===== src/hw/rtl/ctsa_pkg.sv =====
// Shared widths, register indexes and the queued sample record of the
// three-frame CAN sample assembler. No dependencies.
package ctsa_pkg;

    localparam int ID_W       = 11;
    localparam int DATA_W     = 64;
    localparam int TAIL_W     = 40;
    localparam int SEQ_W      = 16;
    localparam int IDX_W      = 2;
    localparam int CFG_IDX_W  = 2;
    localparam int CFG_DATA_W = 11;

    localparam int QUEUE_DEPTH_DEF = 2;

    typedef enum logic [CFG_IDX_W-1:0] {
        REG_ENABLE,
        REG_FIRST_ID,
        REG_SECOND_ID,
        REG_THIRD_ID
    } cfg_reg_t;

    localparam logic [IDX_W-1:0] WORD_FIRST  = 2'd0;
    localparam logic [IDX_W-1:0] WORD_SECOND = 2'd1;
    localparam logic [IDX_W-1:0] WORD_TAIL   = 2'd2;

    // One completed sample, handed from the front end to the word serializer.
    typedef struct packed {
        logic [DATA_W-1:0] word0;
        logic [DATA_W-1:0] word1;
        logic [TAIL_W-1:0] tail;
        logic [SEQ_W-1:0]  seq;
        logic [SEQ_W-1:0]  incomplete;
    } sample_t;

endpackage


===== src/hw/rtl/ctsa_intf.sv =====
// Valid/ready channel interfaces of the sample assembler: frame input,
// word output and configuration write. Depends on ctsa_pkg.
interface ctsa_frame_if import ctsa_pkg::*; ();
    logic              valid;
    logic              ready;
    logic [ID_W-1:0]   frame_id;
    logic [DATA_W-1:0] frame_data;

    modport source (output valid, frame_id, frame_data, input ready);
    modport sink   (input valid, frame_id, frame_data, output ready);
endinterface

interface ctsa_result_if import ctsa_pkg::*; ();
    logic              valid;
    logic              ready;
    logic [IDX_W-1:0]  word_index;
    logic [DATA_W-1:0] word_data;
    logic [SEQ_W-1:0]  seq_num;
    logic [SEQ_W-1:0]  incomplete_count;
    logic              last;

    modport source (output valid, word_index, word_data, seq_num, incomplete_count, last,
                    input ready);
    modport sink   (input valid, word_index, word_data, seq_num, incomplete_count, last,
                    output ready);
endinterface

interface ctsa_cfg_if import ctsa_pkg::*; ();
    logic                  valid;
    logic                  ready;
    logic [CFG_IDX_W-1:0]  index;
    logic [CFG_DATA_W-1:0] data;

    modport source (output valid, index, data, input ready);
    modport sink   (input valid, index, data, output ready);
endinterface


===== src/hw/rtl/ctsa_front.sv =====
// Front end: configuration registers, frame classification, ordering
// state, counters and word capture. Depends on ctsa_pkg and ctsa_intf.
module ctsa_front import ctsa_pkg::*; (
    input  logic                 clk,
    input  logic                 rst_n,
    ctsa_frame_if.sink           frame,
    ctsa_cfg_if.sink             cfg,
    input  logic                 q_ready,
    output logic                 q_push,
    output sample_t              q_entry
);

    typedef enum logic [1:0] {
        STG_IDLE,
        STG_ONE,
        STG_TWO
    } stage_t;

    stage_t            stage_reg, stage_next;
    logic              enable_reg;
    logic [ID_W-1:0]   first_id_reg, second_id_reg, third_id_reg;
    logic [DATA_W-1:0] word0_reg, word0_next;
    logic [DATA_W-1:0] word1_reg, word1_next;
    logic [SEQ_W-1:0]  seq_reg, seq_next;
    logic [SEQ_W-1:0]  incomplete_reg, incomplete_next;

    logic              fire;
    logic              match1, match2, match3;

    // Stall only on queue space; non-completing frames could pass, but are
    // held with the rest while the queue is full.
    assign frame.ready = q_ready;
    assign cfg.ready   = 1'b1;

    assign fire   = frame.valid && frame.ready && enable_reg;
    assign match1 = frame.frame_id == first_id_reg;
    assign match2 = frame.frame_id == second_id_reg;
    assign match3 = frame.frame_id == third_id_reg;

    always_comb
    begin
        stage_next      = stage_reg;
        word0_next      = word0_reg;
        word1_next      = word1_reg;
        seq_next        = seq_reg;
        incomplete_next = incomplete_reg;
        q_push          = 1'b0;
        if (fire)
        begin
            if (match1)
            begin
                if (stage_reg != STG_IDLE)
                begin
                    incomplete_next = incomplete_reg + 1'b1;
                end
                word0_next = frame.frame_data;
                stage_next = STG_ONE;
            end
            else if (match2)
            begin
                if (stage_reg != STG_ONE)
                begin
                    incomplete_next = incomplete_reg + 1'b1;
                    stage_next      = STG_IDLE;
                end
                else
                begin
                    word1_next = frame.frame_data;
                    stage_next = STG_TWO;
                end
            end
            else if (match3)
            begin
                if (stage_reg != STG_TWO)
                begin
                    incomplete_next = incomplete_reg + 1'b1;
                end
                else
                begin
                    seq_next = seq_reg + 1'b1;
                    q_push   = 1'b1;
                end
                stage_next = STG_IDLE;
            end
        end
    end

    assign q_entry.word0      = word0_reg;
    assign q_entry.word1      = word1_reg;
    assign q_entry.tail       = frame.frame_data[TAIL_W-1:0];
    assign q_entry.seq        = seq_next;
    assign q_entry.incomplete = incomplete_reg;

    always_ff @(posedge clk or negedge rst_n)
    begin
        if (!rst_n)
        begin
            stage_reg      <= STG_IDLE;
            enable_reg     <= 1'b0;
            first_id_reg   <= '0;
            second_id_reg  <= '0;
            third_id_reg   <= '0;
            seq_reg        <= '0;
            incomplete_reg <= '0;
        end
        else
        begin
            stage_reg      <= stage_next;
            seq_reg        <= seq_next;
            incomplete_reg <= incomplete_next;
            if (cfg.valid && cfg.ready)
            begin
                case (cfg_reg_t'(cfg.index))
                    REG_ENABLE:    enable_reg    <= cfg.data[0];
                    REG_FIRST_ID:  first_id_reg  <= cfg.data[ID_W-1:0];
                    REG_SECOND_ID: second_id_reg <= cfg.data[ID_W-1:0];
                    REG_THIRD_ID:  third_id_reg  <= cfg.data[ID_W-1:0];
                    default:       ;
                endcase
            end
        end
    end

    // Captured words need no reset: stage two is reached only after both are written.
    always_ff @(posedge clk)
    begin
        word0_reg <= word0_next;
        word1_reg <= word1_next;
    end

endmodule


===== src/hw/rtl/ctsa_queue.sv =====
// Small FIFO of completed samples between the front end and the word
// serializer. Depends on ctsa_pkg.
module ctsa_queue import ctsa_pkg::*; #(
    parameter int DEPTH = QUEUE_DEPTH_DEF
) (
    input  logic    clk,
    input  logic    rst_n,
    input  logic    push,
    input  sample_t push_entry,
    output logic    push_ready,
    input  logic    pop,
    output logic    pop_valid,
    output sample_t pop_entry
);

    localparam int PTR_W = (DEPTH > 1) ? $clog2(DEPTH) : 1;
    localparam int CNT_W = $clog2(DEPTH + 1);
    localparam logic [PTR_W-1:0] LAST_PTR = PTR_W'(DEPTH - 1);
    localparam logic [CNT_W-1:0] FULL_CNT = CNT_W'(DEPTH);

    sample_t          mem [DEPTH];
    logic [PTR_W-1:0] wr_ptr_reg, rd_ptr_reg;
    logic [CNT_W-1:0] count_reg;
    logic             do_push, do_pop;

    assign push_ready = count_reg != FULL_CNT;
    assign pop_valid  = count_reg != '0;
    assign pop_entry  = mem[rd_ptr_reg];
    assign do_push    = push && push_ready;
    assign do_pop     = pop && pop_valid;

    always_ff @(posedge clk or negedge rst_n)
    begin
        if (!rst_n)
        begin
            wr_ptr_reg <= '0;
            rd_ptr_reg <= '0;
            count_reg  <= '0;
        end
        else
        begin
            if (do_push)
            begin
                wr_ptr_reg <= (wr_ptr_reg == LAST_PTR) ? '0 : wr_ptr_reg + 1'b1;
            end
            if (do_pop)
            begin
                rd_ptr_reg <= (rd_ptr_reg == LAST_PTR) ? '0 : rd_ptr_reg + 1'b1;
            end
            if (do_push && !do_pop)
            begin
                count_reg <= count_reg + 1'b1;
            end
            else if (do_pop && !do_push)
            begin
                count_reg <= count_reg - 1'b1;
            end
        end
    end

    always_ff @(posedge clk)
    begin
        if (do_push)
        begin
            mem[wr_ptr_reg] <= push_entry;
        end
    end

endmodule


===== src/hw/rtl/ctsa_back.sv =====
// Word serializer: holds one sample and sends it as three 64-bit words.
// Depends on ctsa_pkg and ctsa_intf.
module ctsa_back import ctsa_pkg::*; (
    input  logic        clk,
    input  logic        rst_n,
    input  logic        q_valid,
    input  sample_t     q_entry,
    output logic        q_pop,
    ctsa_result_if.source result
);

    sample_t          entry_reg;
    logic             busy_reg;
    logic [IDX_W-1:0] idx_reg;
    logic             out_fire;
    logic             is_last;

    assign is_last  = idx_reg == WORD_TAIL;
    assign out_fire = result.valid && result.ready;
    assign q_pop    = q_valid && (!busy_reg || (out_fire && is_last));

    assign result.valid            = busy_reg;
    assign result.word_index       = idx_reg;
    assign result.seq_num          = entry_reg.seq;
    assign result.incomplete_count = entry_reg.incomplete;
    assign result.last             = is_last;

    always_comb
    begin
        case (idx_reg)
            WORD_FIRST:  result.word_data = entry_reg.word0;
            WORD_SECOND: result.word_data = entry_reg.word1;
            default:     result.word_data = {{(DATA_W-TAIL_W){1'b0}}, entry_reg.tail};
        endcase
    end

    always_ff @(posedge clk or negedge rst_n)
    begin
        if (!rst_n)
        begin
            busy_reg <= 1'b0;
            idx_reg  <= WORD_FIRST;
        end
        else
        begin
            if (q_pop)
            begin
                busy_reg <= 1'b1;
                idx_reg  <= WORD_FIRST;
            end
            else if (out_fire)
            begin
                if (is_last)
                begin
                    busy_reg <= 1'b0;
                    idx_reg  <= WORD_FIRST;
                end
                else
                begin
                    idx_reg <= idx_reg + 1'b1;
                end
            end
        end
    end

    always_ff @(posedge clk)
    begin
        if (q_pop)
        begin
            entry_reg <= q_entry;
        end
    end

endmodule


===== src/hw/rtl/can_three_frame_sample_assembler_top.sv =====
// Top level of the three-frame CAN sample assembler: front end, sample
// queue and word serializer. Depends on ctsa_pkg, ctsa_intf and submodules.
//
// Usage:
//   frame  - one received CAN frame per transfer (11-bit id, 8 data bytes).
//   cfg    - register writes: 0 enable, 1..3 identifiers of frames 1..3.
//            Always ready; write only while no sample is in flight.
//   result - three words per completed sample (index 0, 1, 2; last on 2).
// A frame is taken in the cycle it is offered whenever the sample queue
// has room, so frames may arrive back to back. The frame that completes a
// sample enters the queue at its transfer; word 0 is offered once it has
// passed the queue and been loaded into the serializer, and the words
// follow one per cycle while result is ready; the serializer sets the
// sustained rate. Other frames are taken but yield no words.
// If result stalls, the serializer holds its word and the queue fills; once
// it is full, frame.ready drops until a sample has been fully sent.
// Reset clears the ordering stage, both counters and the configuration
// (block disabled); no clearing pass is needed.
module can_three_frame_sample_assembler_top import ctsa_pkg::*; #(
    parameter int QUEUE_DEPTH = QUEUE_DEPTH_DEF
) (
    input  logic          clk,
    input  logic          rst_n,
    ctsa_frame_if.sink    frame,
    ctsa_cfg_if.sink      cfg,
    ctsa_result_if.source result
);

    logic    push, push_ready, pop, pop_valid;
    sample_t push_entry, pop_entry;

    ctsa_front u_front (
        .clk     (clk),
        .rst_n   (rst_n),
        .frame   (frame),
        .cfg     (cfg),
        .q_ready (push_ready),
        .q_push  (push),
        .q_entry (push_entry)
    );

    ctsa_queue #(
        .DEPTH (QUEUE_DEPTH)
    ) u_queue (
        .clk        (clk),
        .rst_n      (rst_n),
        .push       (push),
        .push_entry (push_entry),
        .push_ready (push_ready),
        .pop        (pop),
        .pop_valid  (pop_valid),
        .pop_entry  (pop_entry)
    );

    ctsa_back u_back (
        .clk     (clk),
        .rst_n   (rst_n),
        .q_valid (pop_valid),
        .q_entry (pop_entry),
        .q_pop   (pop),
        .result  (result)
    );

endmodule


===== src/flat_wrapper.sv =====
// flat-port wrapper written by rule: the top's interface ports become plain ports
module can_three_frame_sample_assembler_top_flat import ctsa_pkg::*;
#(
    parameter int QUEUE_DEPTH = QUEUE_DEPTH_DEF
)
  (clk, rst_n, frame_valid, frame_frame_id, frame_frame_data, frame_ready, cfg_valid, cfg_index, cfg_data, cfg_ready, result_valid, result_word_index, result_word_data, result_seq_num, result_incomplete_count, result_last, result_ready);
  ctsa_frame_if frame_i ();
  ctsa_cfg_if cfg_i ();
  ctsa_result_if result_i ();
  input  logic clk;
  input  logic rst_n;
  input wire logic [$bits(frame_i.valid)-1:0] frame_valid;
  input wire logic [$bits(frame_i.frame_id)-1:0] frame_frame_id;
  input wire logic [$bits(frame_i.frame_data)-1:0] frame_frame_data;
  output wire logic [$bits(frame_i.ready)-1:0] frame_ready;
  input wire logic [$bits(cfg_i.valid)-1:0] cfg_valid;
  input wire logic [$bits(cfg_i.index)-1:0] cfg_index;
  input wire logic [$bits(cfg_i.data)-1:0] cfg_data;
  output wire logic [$bits(cfg_i.ready)-1:0] cfg_ready;
  output wire logic [$bits(result_i.valid)-1:0] result_valid;
  output wire logic [$bits(result_i.word_index)-1:0] result_word_index;
  output wire logic [$bits(result_i.word_data)-1:0] result_word_data;
  output wire logic [$bits(result_i.seq_num)-1:0] result_seq_num;
  output wire logic [$bits(result_i.incomplete_count)-1:0] result_incomplete_count;
  output wire logic [$bits(result_i.last)-1:0] result_last;
  input wire logic [$bits(result_i.ready)-1:0] result_ready;
  assign frame_i.valid = frame_valid;
  assign frame_i.frame_id = frame_frame_id;
  assign frame_i.frame_data = frame_frame_data;
  assign frame_ready = frame_i.ready;
  assign cfg_i.valid = cfg_valid;
  assign cfg_i.index = cfg_index;
  assign cfg_i.data = cfg_data;
  assign cfg_ready = cfg_i.ready;
  assign result_valid = result_i.valid;
  assign result_word_index = result_i.word_index;
  assign result_word_data = result_i.word_data;
  assign result_seq_num = result_i.seq_num;
  assign result_incomplete_count = result_i.incomplete_count;
  assign result_last = result_i.last;
  assign result_i.ready = result_ready;
  can_three_frame_sample_assembler_top #(.QUEUE_DEPTH(QUEUE_DEPTH)) u_core (.clk(clk), .rst_n(rst_n), .frame(frame_i), .cfg(cfg_i), .result(result_i));
endmodule

===== config.mk =====
export PLATFORM = sky130hd
export DESIGN_NAME = can_three_frame_sample_assembler_top_flat
export DESIGN_NICKNAME = d
export VERILOG_FILES = /design/src/hw/rtl/ctsa_pkg.sv /design/src/hw/rtl/ctsa_intf.sv /design/src/hw/rtl/ctsa_front.sv /design/src/hw/rtl/ctsa_queue.sv /design/src/hw/rtl/ctsa_back.sv /design/src/hw/rtl/can_three_frame_sample_assembler_top.sv /design/src/flat_wrapper.sv
export SDC_FILE = /design/constraint.sdc
export NUM_CORES = 1
export LEC_CHECK = 0
export BUFFER_PORTS_ARGS = -buffer_cell sky130_fd_sc_hd__clkbuf_2
export CELL_PAD_IN_SITES_DETAIL_PLACEMENT = 1
export CELL_PAD_IN_SITES_GLOBAL_PLACEMENT = 2
export CORE_MARGIN = 3
export CORE_UTILIZATION = 52
export CTS_BUF_LIST = sky130_fd_sc_hd__clkbuf_4
export DETAILED_ROUTE_END_ITERATION = 10
export HOLD_SLACK_MARGIN = 0.03
export PLACE_DENSITY_LB_ADDON = 0.1
export SLEW_MARGIN = 20
export SYNTH_ARGS = -nofsm -noshare
export SYNTH_HDL_FRONTEND = slang
export SYNTH_HIERARCHICAL = 1
export SYNTH_SLANG_ARGS = --single-unit

===== constraint.sdc =====
create_clock -name clk -period 22.1 [get_ports clk]
set_clock_uncertainty 0.05 [all_clocks]
set_input_delay 2.21 -clock clk [delete_from_list [all_inputs] [get_ports clk]]
set_output_delay 2.21 -clock clk [all_outputs]
set_load 0.01 [all_outputs]

Word level (Yosys, flattened, before mapping)

Memories as Yosys holds them, arrays and structs flattened. A register that Yosys moved wholly into a read port is not among the register bits.
Cells that the tools add are included.

Logic and storage cells: 101
Input bits: 93
RAM bits: 400
Output and inout port bits: 102
Memories: 1
Bits in registers: 203

Equal/unequal tests: 13
Muxes and demuxes: 33
Bitwise logic cells: 2
Add/sub/neg operators: 7
Reduce and logical (&&, ||, !) cells: 31

Memory list:

| memory             | depth | bits a word | rd ports | clocked after memory_dff | wr ports | RTL line         | text |
|---|---|---|---|---|---|---|---|
| u_core.u_queue.mem | 2     | 200         | 1        | 1                        | 1        | ctsa_queue.sv:21 | `sample_t mem [DEPTH];` |

Operators with widths:

| operator              | count |
|---|---|
| $mux 16               | 11 |
| $pmux 64 s2           | 1 |
| $eq 11x11->1          | 3 |
| $add 16x1->16 const B | 2 |
| $mux 2                | 9 |
| $reduce_and 2->1      | 7 |
| $mux 1                | 12 |
| $reduce_bool 2->1     | 5 |
| $logic_and 1x1->1     | 9 |
| $eq 2x2->1 const B    | 3 |
| $reduce_bool 3->1     | 2 |
| $reduce_and 5->1      | 1 |
| $add 2x1->2 const B   | 2 |
| $eq 2x1->1 const B    | 2 |
| $logic_not 2->1       | 2 |
| $ne 2x1->1 const B    | 2 |
| $ne 2x2->1 const B    | 2 |
| $reduce_and 4->1      | 1 |
| $logic_not 1->1       | 3 |
| $ne 3x2->1 const B    | 1 |
| $add 1x1->1 const B   | 2 |
| $not 1->1             | 2 |
| $sub 2x1->2 const B   | 1 |
| $logic_or 1x1->1      | 1 |

Logic depth before layout (Yosys ltp)

Gate-level depths: netlist of run 1.

Depth after elaboration: 11
Mapped depth: 12
Mapped depth without buffers: 11

Modules after synthesis

The synthesis of run 1 kept the hierarchy.

Modules (own cells, without submodules):

| module     | seq. area each (um^2) | cells each | instances | area an instance (um^2) |
|---|---|---|---|---|
| ctsa_queue | 12111.6               | 640        | 1         | 14699.1 |
| ctsa_front | 5545.3                | 455        | 1         | 7656.1 |
| ctsa_back  | 6080.8                | 434        | 1         | 7619.8 |

Least setup slack after synthesis of run 1

Ideal clock, no wire load.

Path kind: input to register
From: in frame_frame_id[1]
To: mem u_core/u_queue/mem[0][0] in the netlist's numbering, enable pin
Data required time: 21.286 ns
Library setup time: 0.764 ns
Setup slack: 9.692 ns
Data arrival time: 11.594 ns
Stages: 8
Buffers on the path: 1
Path through: xor2_1 > nor4_1 > and3_1 > buf_4 > nor2_1 > nor4bb_1 > nand2_1 > nor2_1

Word-level cells in the longest chain between the ends: 8
Elaborated cells on any way between the ends: 10
Those cells by class: eq/ne: 3; mux: 6; reduce/logical: 1

RTL lines:

| element                        | RTL line                                   | text |
|---|---|---|
| from (decl)                    | flat_wrapper.sv:13                         | `input wire logic [$bits(frame_i.frame_id)-1:0] frame_frame_id;` |
| $eq 11x11->1                   | ctsa_front.sv:38                           | `assign match3 = frame.frame_id == third_id_reg;` |
| $mux 1                         | ctsa_front.sv:72                           | `else if (match3)` |
| $mux 1                         | ctsa_front.sv:59                           | `else if (match2)` |
| $mux 1 *                       | ctsa_front.sv:50                           | `if (match1)` |
| $mux 1 *                       | ctsa_front.sv:48                           | `if (fire)` |
| net u_core.push                | can_three_frame_sample_assembler_top.sv:29 | `logic push, push_ready, pop, pop_valid;` |
| $logic_and 1x1->1 *            | ctsa_queue.sv:29                           | `assign do_push = push && push_ready;` |
| $mux 1 *                       | ctsa_queue.sv:63                           | `if (do_push)` |
| $mux 1 (implied by the code) * | ctsa_queue.sv:65                           | `mem[wr_ptr_reg] <= push_entry;` |
| to (decl)                      | ctsa_queue.sv:21                           |  |

The timed path passes the listed nets; every way through them passes the cells marked *.

Worst setup path after layout of run 1

From: reg u_core.u_back.idx_reg[0] (netlist: u_core/u_back/result.word_index[0])
To: out result_word_data[3]

Word-level cells in the longest chain between the ends: 2
Elaborated cells on any way between the ends: 3
Those cells by class: eq/ne: 1; mux: 1; reduce/logical: 1

RTL lines:

| element                                       | RTL line           | text |
|---|---|---|
| from (decl)                                   | ctsa_back.sv:14    | `logic [IDX_W-1:0] idx_reg;` |
| from (signal assigned)                        | ctsa_back.sv:60    | `idx_reg <= idx_reg + 1'b1;` |
| $eq 2x1->1 or $logic_not 2->1 (tied branches) | ctsa_back.sv:30    | `case (idx_reg)` |
| $pmux 64 s2 *                                 | ctsa_back.sv:30    |  |
| to (decl)                                     | flat_wrapper.sv:22 | `output wire logic [$bits(result_i.word_data)-1:0] result_word_data;` |

Mark *: on every way between the ends. The rest lies on a longest branch, timed or not.

==> out/metrics.cfg, run 1 <==
[route]
dr.pass1.iters = 5
wl_mm = 56.0
via_per_inst = 5.13
ant_nets = 0
drt_iter0_drc = 621
drc = 0
wl_per_cell_um = 20.5
vias = 14000

[synthesis]
yosysTopAreaCellShare = 0.729
synth_compound_area_frac = 0.0164
synth_nets = 1625
synthAdderAreaFrac = 0.00125
synth_cell_types = 51
synth_area_per_cell_um2 = 19.6
synth_xor_area_frac = 0.0199
synth-edff-count = 728
yosysSeqAreaShare = 0.792
async_reset_ff_frac = 0.0934
synthCells = 1529
synth_top_cell_by_area = edfxtp_1
synthTopCellsByCount = edfxtp_1 (728), mux2_2 (236), buf_4 (80), dfrtp_1 (75), mux2i_1 (65)
ys_warn_count = 6
yosys.area_share.simple = 0.0251
yosys.cell_count.top_type = edfxtp_1
synth.area.top_cells = edfxtp_1 (73%), mux2_2 (8.9%), dfrtp_1 (6.3%), mux2i_1 (2.2%), buf_4 (2.0%)
synth_top_family_by_area = multiplexers
muxShareOfSynthArea = 0.111
synth_seq_cells = 803
ys.flop_type = edfxtp_1
netlist_area_mm2 = 0.0300

[pwr]
power_frac_clock = 0.413
powerDensity_mw_per_mm2 = 86.7
ir_drop_uv = 43.0
pwr-share-comb = 0.016
seqPwrFrac = 0.570
p_sw_frac = 0.203
p_leak_nw = 11.8
p_sw_w = 0.000590
internal-power_w = 0.00232

[clock_network]
numCtsBuffers = 199
clock_path_buffers = 3
cts_tree = done
clock_latency_ns = 0.99
htreeDepth = 4
hold_buffers = 0
post_cts_buffers = 0
clkSinkCount = 803
cts_resized = 0
clk_pin_slew_ns = 0.07
cts_root_buffer = clkbuf_4

[worst_setup_path]
crit_required_ns = 19.84
worst-setup-path-type = reg -> out
cp_cell_sequence = buf_4 -> mux2i_1 -> o21ai_0 -> clkbuf_2
crit_cells = 4
rr_endpoint = u_core/u_queue/mem[0][64]$_DFFE_PP_
cp_slowest_cell = dfrtp_4
path_buf_inv = 2
cp_top_family = buffers and inverters
rr_startpoint = u_core/u_front/first_id_reg[8]$_DFFE_PN0P_
endpoint_kind = primary output
arrival_ns = 3.62
start_kind = flip-flop
regToRegSetupSlack_ns = 17.32
r2r_cells = 9
worstPathMaxFanout = 37
max_stage_delay_ns = 0.85

[hold_path]
whs_endpoint = u_core/u_queue/mem[1][120]$_DFFE_PP_
min_path_cells = 0
holdCritPathClass = reg -> reg
hold_path.startpoint = u_core/u_front/word1_reg[48]$_DFFE_PP_

[grt]
antenna_found_initial = 7
grt_pass1_vias = 15700
track_usage = 0.192
overflow = 0
grt_max_degree = 135
grt_pass1_wl_mm = 87.3

[sta]
post-route-period-util = 0.266
holdWs_ns = 0.366
setup_tns_ns = 0
fmax_mhz = 170
finalWorstSetupSlack_ns = 16.22
grt_setup_unrepaired = no
slew_headroom = 0.311
period_needed_ns = 5.88
setup_violations = 0
slew_violations = 0
hold_viol = 0
tightestPinTransition_ns = 1.03

[placed_design]
dp.final_hpwl_mm = 32.7
io_buffers = 193
place_congestion = 0.768
place_ws_ns = 15.31
place_area_mm2 = 0.0310

[floorplanning]
initial_core_util = 0.529
die_x_um = 246
ioPinCount = 195
fp-row-count = 87
fp.coreArea_mm2 = 0.0567
die_area_mm2 = 0.0606
die_h_um = 246

[layout]
largest_reg_flops = 400
drive_above_1_share = 0.402
areaGrowthSynthToFinish_pct = 12.1
final_area_mm2 = 0.0336
post-route-util = 0.593
nFillCells = 5105
finalNetCount = 1908

[job]
drv_cap = 0

[outcome]
status = complete, no violations

layout make-up:
class	count	area, µm²	share of cell area
flip-flops and latches	803	23700	0.707
multi-input cells	591	5220	0.155
clock buffers	306	2300	0.0684
repair buffers	208	1090	0.0325
well taps	756	946	0.0281
clock inverters	47	236	0.00704
inverters	9	35.0	0.00104
diodes	11	27.5	0.000819
worst reg2reg max path, delay by kind of cell (launching register included):
kind	cells	cell delay [ns]
XOR/XNOR	1	0.18
buffers and inverters	2	1.77
flip-flops	1	0.41
AND/OR/NAND/NOR	6	1.93
worst max-delay path by stage:
stage	startpoint	endpoint	slack [ns]
floorplan	frame_frame_id[1]	u_core/u_queue/mem[0][0]$_DFFE_PP_	9.69
global placement	frame_frame_id[1]	u_core/u_queue/mem[0][167]$_DFFE_PP_	15.35
CTS	u_core/u_back/result.word_index[0]$_DFFE_PN0P_	result_word_data[3]	16.06
detailed placement	frame_frame_id[3]	u_core/u_queue/mem[0][62]$_DFFE_PP_	15.31
global route	u_core/u_back/result.word_index[0]$_DFFE_PN0P_	result_word_data[3]	15.88
finish	u_core/u_back/result.word_index[0]$_DFFE_PN0P_	result_word_data[3]	16.22
cells in the final DEF (no fill, tap or decap), types with 5 or more instances in the layout:
cell	count
mux2i_1	65
nand4_1	7
inv_1	8
nor4_1	6
a211oi_2	11
clkbuf_2	192
nand3_1	10
clkbuf_4	306
and3_1	8
o21ai_1	5
clkinv_1	37
xor2_1	49
edfxtp_1	728
dfrtp_1	72
o21ai_0	36
nor3_1	9
diode_2	11
nor2_1	32
xnor2_1	19
mux2_2	236
nand2_1	56
buf_4	15
power groups by stage:
stage | logic (W) | clock network (W) | registers, W
after floorplan | 0.0000317 | 0 | 0.00169
after global placement | 0.0000469 | 0 | 0.00169
after detailed placement | 0.0000489 | 0 | 0.00169
after CTS | 0.0000491 | 0.00126 | 0.00166
after global routing | 0.0000535 | 0.00134 | 0.00166
final | 0.0000480 | 0.00120 | 0.00166
logic make-up after synthesis:
kind of cell	Yosys count
other	1
flip-flops	803
AO/OA/AOI/OAI	66
XOR/XNOR	68
AND/OR/NAND/NOR	151
adder cells (fa/ha/maj)	3
multiplexers	302
buffers and inverters	135
layer usage:
layer / wire, µm / global-route usage / share of wire / vias up
met5: 36 / 0 / 0.00064 / -
met1: 22900 / 0.231 / 0.41 / 7147
met2: 29000 / 0.322 / 0.52 / 317
li1: - / - / - / 6464
met3: 2990 / 0.0626 / 0.053 / 79
met4: 994 / 0.0740 / 0.018 / 4
stage by stage:
| step | instances | power [W] |
|---|---|---|
| 6_report | 2731 | 0.00291 |
| 5_1_grt | 2724 | 0.00306 |
| 4_1_cts | 2720 | 0.00297 |
| 3_5_place_dp | 2367 | 0.00174 |
| 3_3_place_gp | 2367 | 0.00174 |
| 2_1_floorplan | 1529 | 0.00172 |
No activity file was read; power rests on OpenSTA's default activity.
==> inputs of run 2 (changes only) <==
Settings changed: ABC_AREA set to 1, CORE_UTILIZATION 52 to 45.
Clock period 22.1 ns to 6.1 ns, I/O delays scaled along.
==> run 2 against run 1 <==
  * Total power rose to 4.1 times the previous value
  * Area after synthesis rose by 0.77%
  * First-iteration DRC count is 50% higher
  * Critical path depth rose by 1
  * Synthesized cell count grew 46%
  * Setup slack got worse by 14 ns
  * Global-route usage is 0.17 points higher
  * Via count up 24%
  * Register-to-register slack got worse by 15 ns
  * Clock-buffer cell count is 5 higher
  * Core utilization decreased by 6.4 points
==> out/metrics.cfg, run 2 <==
[route]
met1Wirelength_mm = 26.4  ; +15%
wl_met2_mm = 35.0  ; +20%
routed.top_layer = met5
route.met3.wl_mm = 3.06  ; +2.4%
dr.pass1.iters = 5  ; unchanged
wl_mm = 66.1  ; +18%
drc = 0  ; unchanged
drt_iter0_drc = 931  ; +50%
vias = 17400  ; +24%
wl_per_cell_um = 18.4  ; -10%
ant_nets = 0  ; unchanged
via_per_inst = 4.84  ; -5.6%

[pwr]
p_leak_nw = 13.8  ; +17%
p_sw_frac = 0.257  ; +0.0545
p_sw_w = 0.00306  ; +420%
power_frac_clock = 0.378  ; -0.035
powerDensity_mw_per_mm2 = 340  ; +290%
internal-power_w = 0.00883  ; +280%
total_power_w = 0.0119  ; +310%
seqPwrFrac = 0.510  ; -0.060
pwr-share-comb = 0.112  ; +0.096
ir_drop_uv = 181  ; +320%

[sta]
post-route-period-util = 0.680
fmax_mhz = 241
period_needed_ns = 4.15
setup_violations = 0  ; unchanged
slew_headroom = 0.276  ; -0.0344
slew_violations = 0  ; unchanged
grt_setup_unrepaired = no
tightestPinTransition_ns = 1.09  ; +0.0516 ns
setup_tns_ns = 0  ; unchanged
hold_viol = 0  ; unchanged

[synthesis]
ys_warn_count = 6  ; unchanged
synth-edff-count = 728  ; unchanged
yosysSeqAreaShare = 0.786  ; -0.00604
yosysTopAreaCellShare = 0.724  ; -0.00556
netlist_area_mm2 = 0.0302  ; +0.77%
yosys.cell_count.top_type = nand2_1
synth_top_cell_by_area = edfxtp_1
synth_area_per_cell_um2 = 13.6  ; -31%
synth_seq_cells = 803  ; unchanged
synth_cell_types = 29  ; -43%
synth_nets = 2321  ; +43%
synthCells = 2225  ; +46%
ys.flop_type = edfxtp_1
synth.area.top_cells = edfxtp_1 (72%), nand2_1 (11%), dfrtp_1 (6.2%), buf_4 (2.1%), nand3_1 (2.1%)
synthTopCellsByCount = nand2_1 (903), edfxtp_1 (728), nand3_1 (124), buf_4 (83), dfrtp_1 (75)
async_reset_ff_frac = 0.0934  ; unchanged

[layout]
nFillCells = 6728  ; +32%
largest_reg_flops = 400  ; unchanged
layout_common_cells = nand2_1 (903), edfxtp_1 (728), clkbuf_4 (311)
finalNetCount = 2667  ; +40%
areaGrowthSynthToFinish_pct = 15.7
final_area_mm2 = 0.0349  ; +4.0%
drive_above_1_share = 0.214  ; -0.189
final_common_cell = nand2_1

[floorplanning]
initial_core_util = 0.457  ; -0.0716
ioPinCount = 195  ; unchanged
die_h_um = 265  ; +7.7%
die_area_mm2 = 0.0703  ; +16%
die_x_um = 265  ; +7.7%
fp.coreArea_mm2 = 0.0661  ; +17%
fp-row-count = 94  ; +8.0%

[worst_setup_path]
crit_required_ns = 5.44  ; -14.40 ns
worstPathMaxFanout = 67  ; +81%
worst-setup-path-type = reg -> out
endpoint_kind = primary output
r2r_cells = 11  ; +2
start_kind = flip-flop
arrival_ns = 3.49  ; -0.13 ns

[grt]
track_usage = 0.193  ; +0.00171
overflow = 0  ; unchanged
grt_pass1_vias = 19200  ; +22%
grt_max_degree = 129  ; -4.4%
antenna_found_initial = 3  ; -4
grt_pass1_wl_mm = 105  ; +20%

[outcome]
status = complete, no violations

[clock_network]
post_cts_buffers = 0  ; unchanged
clkSinkCount = 803  ; unchanged
cts_tree = done
clk_pin_slew_ns = 0.07  ; about the same
clock_path_buffers = 3  ; unchanged
numCtsBuffers = 201  ; +1.0%
cts_root_buffer = clkbuf_4
htreeDepth = 4  ; unchanged
clock_latency_ns = 0.96  ; -0.03 ns

[placed_design]
place_congestion = 0.776  ; +0.96%
dp.final_hpwl_mm = 36.9  ; +13%
place_area_mm2 = 0.0315  ; +1.5%
io_buffers = 193  ; unchanged

[hold_path]
holdCritPathClass = in -> reg
min_path_cells = 6  ; +6

[job]
drv_cap = 0  ; unchanged

==> run 2: path summary, 6_finish.rpt <==
kind	slack, ns	startpoint	endpoint
setup / recovery	1.95	u_core/u_back/result.word_index[1]$_DFFE_PN0P_	result_word_data[15]
hold / removal	0.22	frame_frame_id[1]	u_core/u_front/stage_reg[0]$_DFFE_PN0P_
setup reg to reg	2.43	u_core/u_queue/count_reg[0]$_DFFE_PN0P_	u_core/u_queue/mem[1][56]$_DFFE_PP_
hold reg to reg	0.36	u_core/u_front/word0_reg[45]$_DFFE_PP_	u_core/u_queue/mem[0][181]$_DFFE_PP_
max in group asynchronous	4.69	rst_n	u_core/u_front/incomplete_reg[14]$_DFFE_PN0P_
min in group asynchronous	0.34	rst_n	u_core/u_front/seq_reg[9]$_DFF_PN0_
==> run 2: cell families after synthesis <==
family                   count (synthesis)  synth area share
AO/OA/AOI/OAI                           40           0.00688
other                                    1          0.000124
XOR/XNOR                                50            0.0145
adder cells (fa/ha/maj)                  3           0.00124
flip-flops                             803             0.786
AND/OR/NAND/NOR                       1103             0.149
buffers and inverters                  225            0.0425
==> run 2: what timing repair did <==
item / CTS / global route
gates resized for setup: 0 / 0
hold buffers: 82 / 0
hold endpoints to repair: 321 / 0
==> run 2: per-layer routing <==
layer | GRT usage | up-vias
li1 | - | 8325
met1 | 0.226 | 8556
met2 | 0.346 | 385
met3 | 0.0444 | 100
met4 | 0.0781 | 4
met5 | 0 | -
==> run 2: final cells by class <==
class	instances	area (µm²)	area share
inverter	73	282	0.00806
timing repair buffer	295	2010	0.0574
clock inverter	41	254	0.00727
antenna	3	7.51	0.000215
multi-input combinational	1197	5220	0.150
clock buffer	311	2330	0.0668
sequential	803	23700	0.680
tap	864	1080	0.0309
==> run 2: stage by stage <==
step                       util  hold slack (ns)  instances  worst slack [ns]
after global routing      0.528            0.142       3585              1.65
after detailed placement  0.477            0.381       3150              2.31
final                     0.529            0.217       3587              1.95
after global placement    0.476            0.372       3149              2.29
after floorplan               -            0.264       2225             -1.20
after CTS                 0.528           0.0703       3584              1.66
==> run 2: power by group through the flow <==
stage	clock [W]	combinational (W)	sequential [W]
2_1_floorplan	0	0.000794	0.00613
3_3_place_gp	0	0.00132	0.00618
3_5_place_dp	0	0.00134	0.00618
4_1_cts	0.00468	0.00139	0.00607
5_1_grt	0.00498	0.00147	0.00607
6_report	0.00449	0.00133	0.00606
==> run 2: critical path, cell delays in order, from the launching register on <==
cell and delay (ns):
dfrtp_2 0.74, buf_4 0.39, inv_4 0.78, nand3_1 0.19, nand3_1 0.23, clkbuf_2 0.17
==> inputs of run 3 (changes only) <==
Settings changed: CORE_UTILIZATION 45 to 40.
Clock period 6.1 ns to 3.6 ns, I/O delays scaled along.
==> run 3 against run 2 <==
  * Die area grew 12%
  * Sequential share of layout area shrank 2.2 points
  * Core utilization shrank 4.4 points
  * Largest power group unchanged
  * Largest cell class unchanged
  * Via count grew 1.9%
  * Highest routed layer unchanged
  * Critical endpoint is now u_core/u_queue/mem[1][129]$_DFFE_PP_
  * First-iteration DRC count shrank 15%
==> out/metrics.cfg, run 3 (synthesis gave the netlist of run 2 again) <==
[route]
wl_mm = 67.2  ; +1.7%
wl_per_cell_um = 17.8  ; -3.4%
dr.pass1.iters = 7  ; +2
drt_iter0_drc = 793  ; -15%
via_per_inst = 4.69  ; -3.2%
vias = 17700  ; +1.9%
ant_nets = 0  ; unchanged
drc = 0  ; unchanged

[worst_setup_path]
endpoint_kind = flip-flop
worst-setup-path-type = reg -> reg
crit_required_ns = 4.14  ; -1.30 ns
regToRegSetupSlack_ns = 0.29  ; -2.14 ns
start_kind = flip-flop
arrival_ns = 3.85  ; +0.36 ns
worstPathMaxFanout = 22  ; -67%

[clock_network]
cts_root_buffer = clkbuf_4
clock_latency_ns = 0.99  ; +0.03 ns
htreeDepth = 4  ; unchanged
numCtsBuffers = 210  ; +4.5%
clkSinkCount = 803  ; unchanged
clk_pin_slew_ns = 0.06  ; about the same
cts_tree = done
clock_path_buffers = 3  ; unchanged

[floorplanning]
fp.coreArea_mm2 = 0.0746  ; +13%
die_x_um = 281  ; +5.9%
die_h_um = 281  ; +5.9%
initial_core_util = 0.405  ; -0.0519
die_area_mm2 = 0.0788  ; +12%
ioPinCount = 195  ; unchanged
fp-row-count = 100  ; +6.4%

[pwr]
seqPwrFrac = 0.497  ; -0.013
ir_drop_uv = 324  ; +79%
p_sw_w = 0.00534  ; +75%
internal-power_w = 0.0153  ; +74%
powerDensity_mw_per_mm2 = 573  ; +68%
pwr-share-comb = 0.116  ; +0.004
p_leak_nw = 14.2  ; +3.1%
total_power_w = 0.0207  ; +74%
power_frac_clock = 0.386  ; +0.008
p_sw_frac = 0.258  ; +0.00123

[sta]
post-route-period-util = 0.919
grt_setup_unrepaired = no
setup_tns_ns = 0  ; unchanged
hold_viol = 0  ; unchanged
period_needed_ns = 3.31
slew_headroom = 0.331  ; +0.0544
fmax_mhz = 302
finalWorstSetupSlack_ns = 0.292  ; -1.66 ns
setup_violations = 0  ; unchanged
slew_violations = 0  ; unchanged
tightestPinTransition_ns = 1.00  ; -0.0815 ns
holdWs_ns = 0.166  ; -0.0512 ns

[job]
drv_cap = 0  ; unchanged

[layout]
final_area_mm2 = 0.0361  ; +3.4%
areaGrowthSynthToFinish_pct = 19.5
layout_common_cells = nand2_1 (902), edfxtp_1 (728), clkbuf_4 (312)
drive_above_1_share = 0.213  ; -0.000920
final_common_cell = nand2_1
nFillCells = 7666  ; +14%
finalNetCount = 2751  ; +3.1%
largest_reg_flops = 400  ; unchanged

[grt]
overflow = 0  ; unchanged
grt_max_degree = 202  ; +57%
antenna_found_initial = 5  ; +2
grt_pass1_wl_mm = 106  ; +1.1%
grt_pass1_vias = 19400  ; +0.82%
track_usage = 0.175  ; -0.0184

[placed_design]
place_area_mm2 = 0.0318  ; +0.95%
dp.final_hpwl_mm = 36.7  ; -0.47%
place_congestion = 0.759  ; -2.1%
io_buffers = 193  ; unchanged
place_ws_ns = 0.643  ; -1.66 ns

[hold_path]
holdCritPathClass = in -> reg

[outcome]
status = complete, no violations

==> run 3: cell types whose count changed in the layout (fill, tap and decap cells not counted), moves of 2 or more <==
cell / delta
dlygate4sd3_1: +69
buf_12: +9
clkinv_1: +8
buf_4: -4
bufinv_16: +3
clkinv_4: +3
inv_1: -3
inv_2: -3
clkinv_2: +2
clkinvlp_4: -2
inv_6: +2
nand3_1: -2
nand3_2: +2
==> run 3: what timing repair did <==
| action | 4_1_cts | 5_1_grt |
|---|---|---|
| hold buffers | 152 | 0 |
| setup buffers | 0 | 0 |
| endpoints found under the setup margin | 1 | 0 |
| gates resized for setup | 1 | 0 |
| hold endpoints to repair | 431 | 0 |
==> run 3: final timing paths <==
check                      cells after the start                                             to                                       start
min reg2reg                                    0           u_core/u_queue/mem[1][135]$_DFFE_PP_      u_core/u_front/word1_reg[63]$_DFFE_PP_
min                                            2         u_core/u_front/word1_reg[38]$_DFFE_PP_                        frame_frame_data[38]
min in group asynchronous                      4  u_core/u_front/incomplete_reg[13]$_DFFE_PN0P_                                       rst_n
max in group asynchronous                      4          u_core/u_queue/rd_ptr_reg$_DFFE_PN0P_                                       rst_n
max reg2reg                                   11           u_core/u_queue/mem[1][129]$_DFFE_PP_  u_core/u_front/third_id_reg[3]$_DFFE_PN0P_
max                                           11           u_core/u_queue/mem[1][129]$_DFFE_PP_  u_core/u_front/third_id_reg[3]$_DFFE_PN0P_
==> run 3: through the flow <==
step	instances	utilization
after floorplan	2225	-
after global placement	3260	0.427
after detailed placement	3260	0.427
after CTS	3776	0.484
after global routing	3778	0.484
final	3778	0.484
==> run 3: power by group through the flow <==
stage	registers, W	clock network, W	logic (W)
floorplan	0.0104	0	0.00135
global placement	0.0105	0	0.00234
detailed placement	0.0105	0	0.00236
CTS	0.0103	0.00835	0.00251
global route	0.0103	0.00886	0.00267
finish	0.0103	0.00799	0.00240
==> run 3: area by class of cell <==
class / instances / area (µm²) / share of cell area
Antenna cell: 2 / 5.00 / 0.000139
Clock buffer: 312 / 2340 / 0.0649
Clock inverter: 52 / 407 / 0.0113
Inverter: 73 / 282 / 0.00780
Multi-Input combinational cell: 1197 / 5240 / 0.145
Sequential cell: 803 / 23700 / 0.658
Tap cell: 969 / 1210 / 0.0336
Timing Repair Buffer: 370 / 2870 / 0.0796
==> run 3: critical path, stage by stage, from the launching register on <==
cell,delay [ns]
dfrtp_1,0.39
xnor2_1,0.15
nand2_1,0.06
dlygate4sd3_1,0.55
nor2_1,0.18
nand4_1,0.25
inv_2,0.15
nand2_1,0.15
inv_1,0.12
nand2_2,0.12
nor2_4,0.35
buf_4,0.39
==> run 3: layer usage <==
layer	track usage	routed length, µm
met1	0.206	28000
met2	0.307	34600
met3	0.0480	3100
met4	0.0632	1370
met5	0	40
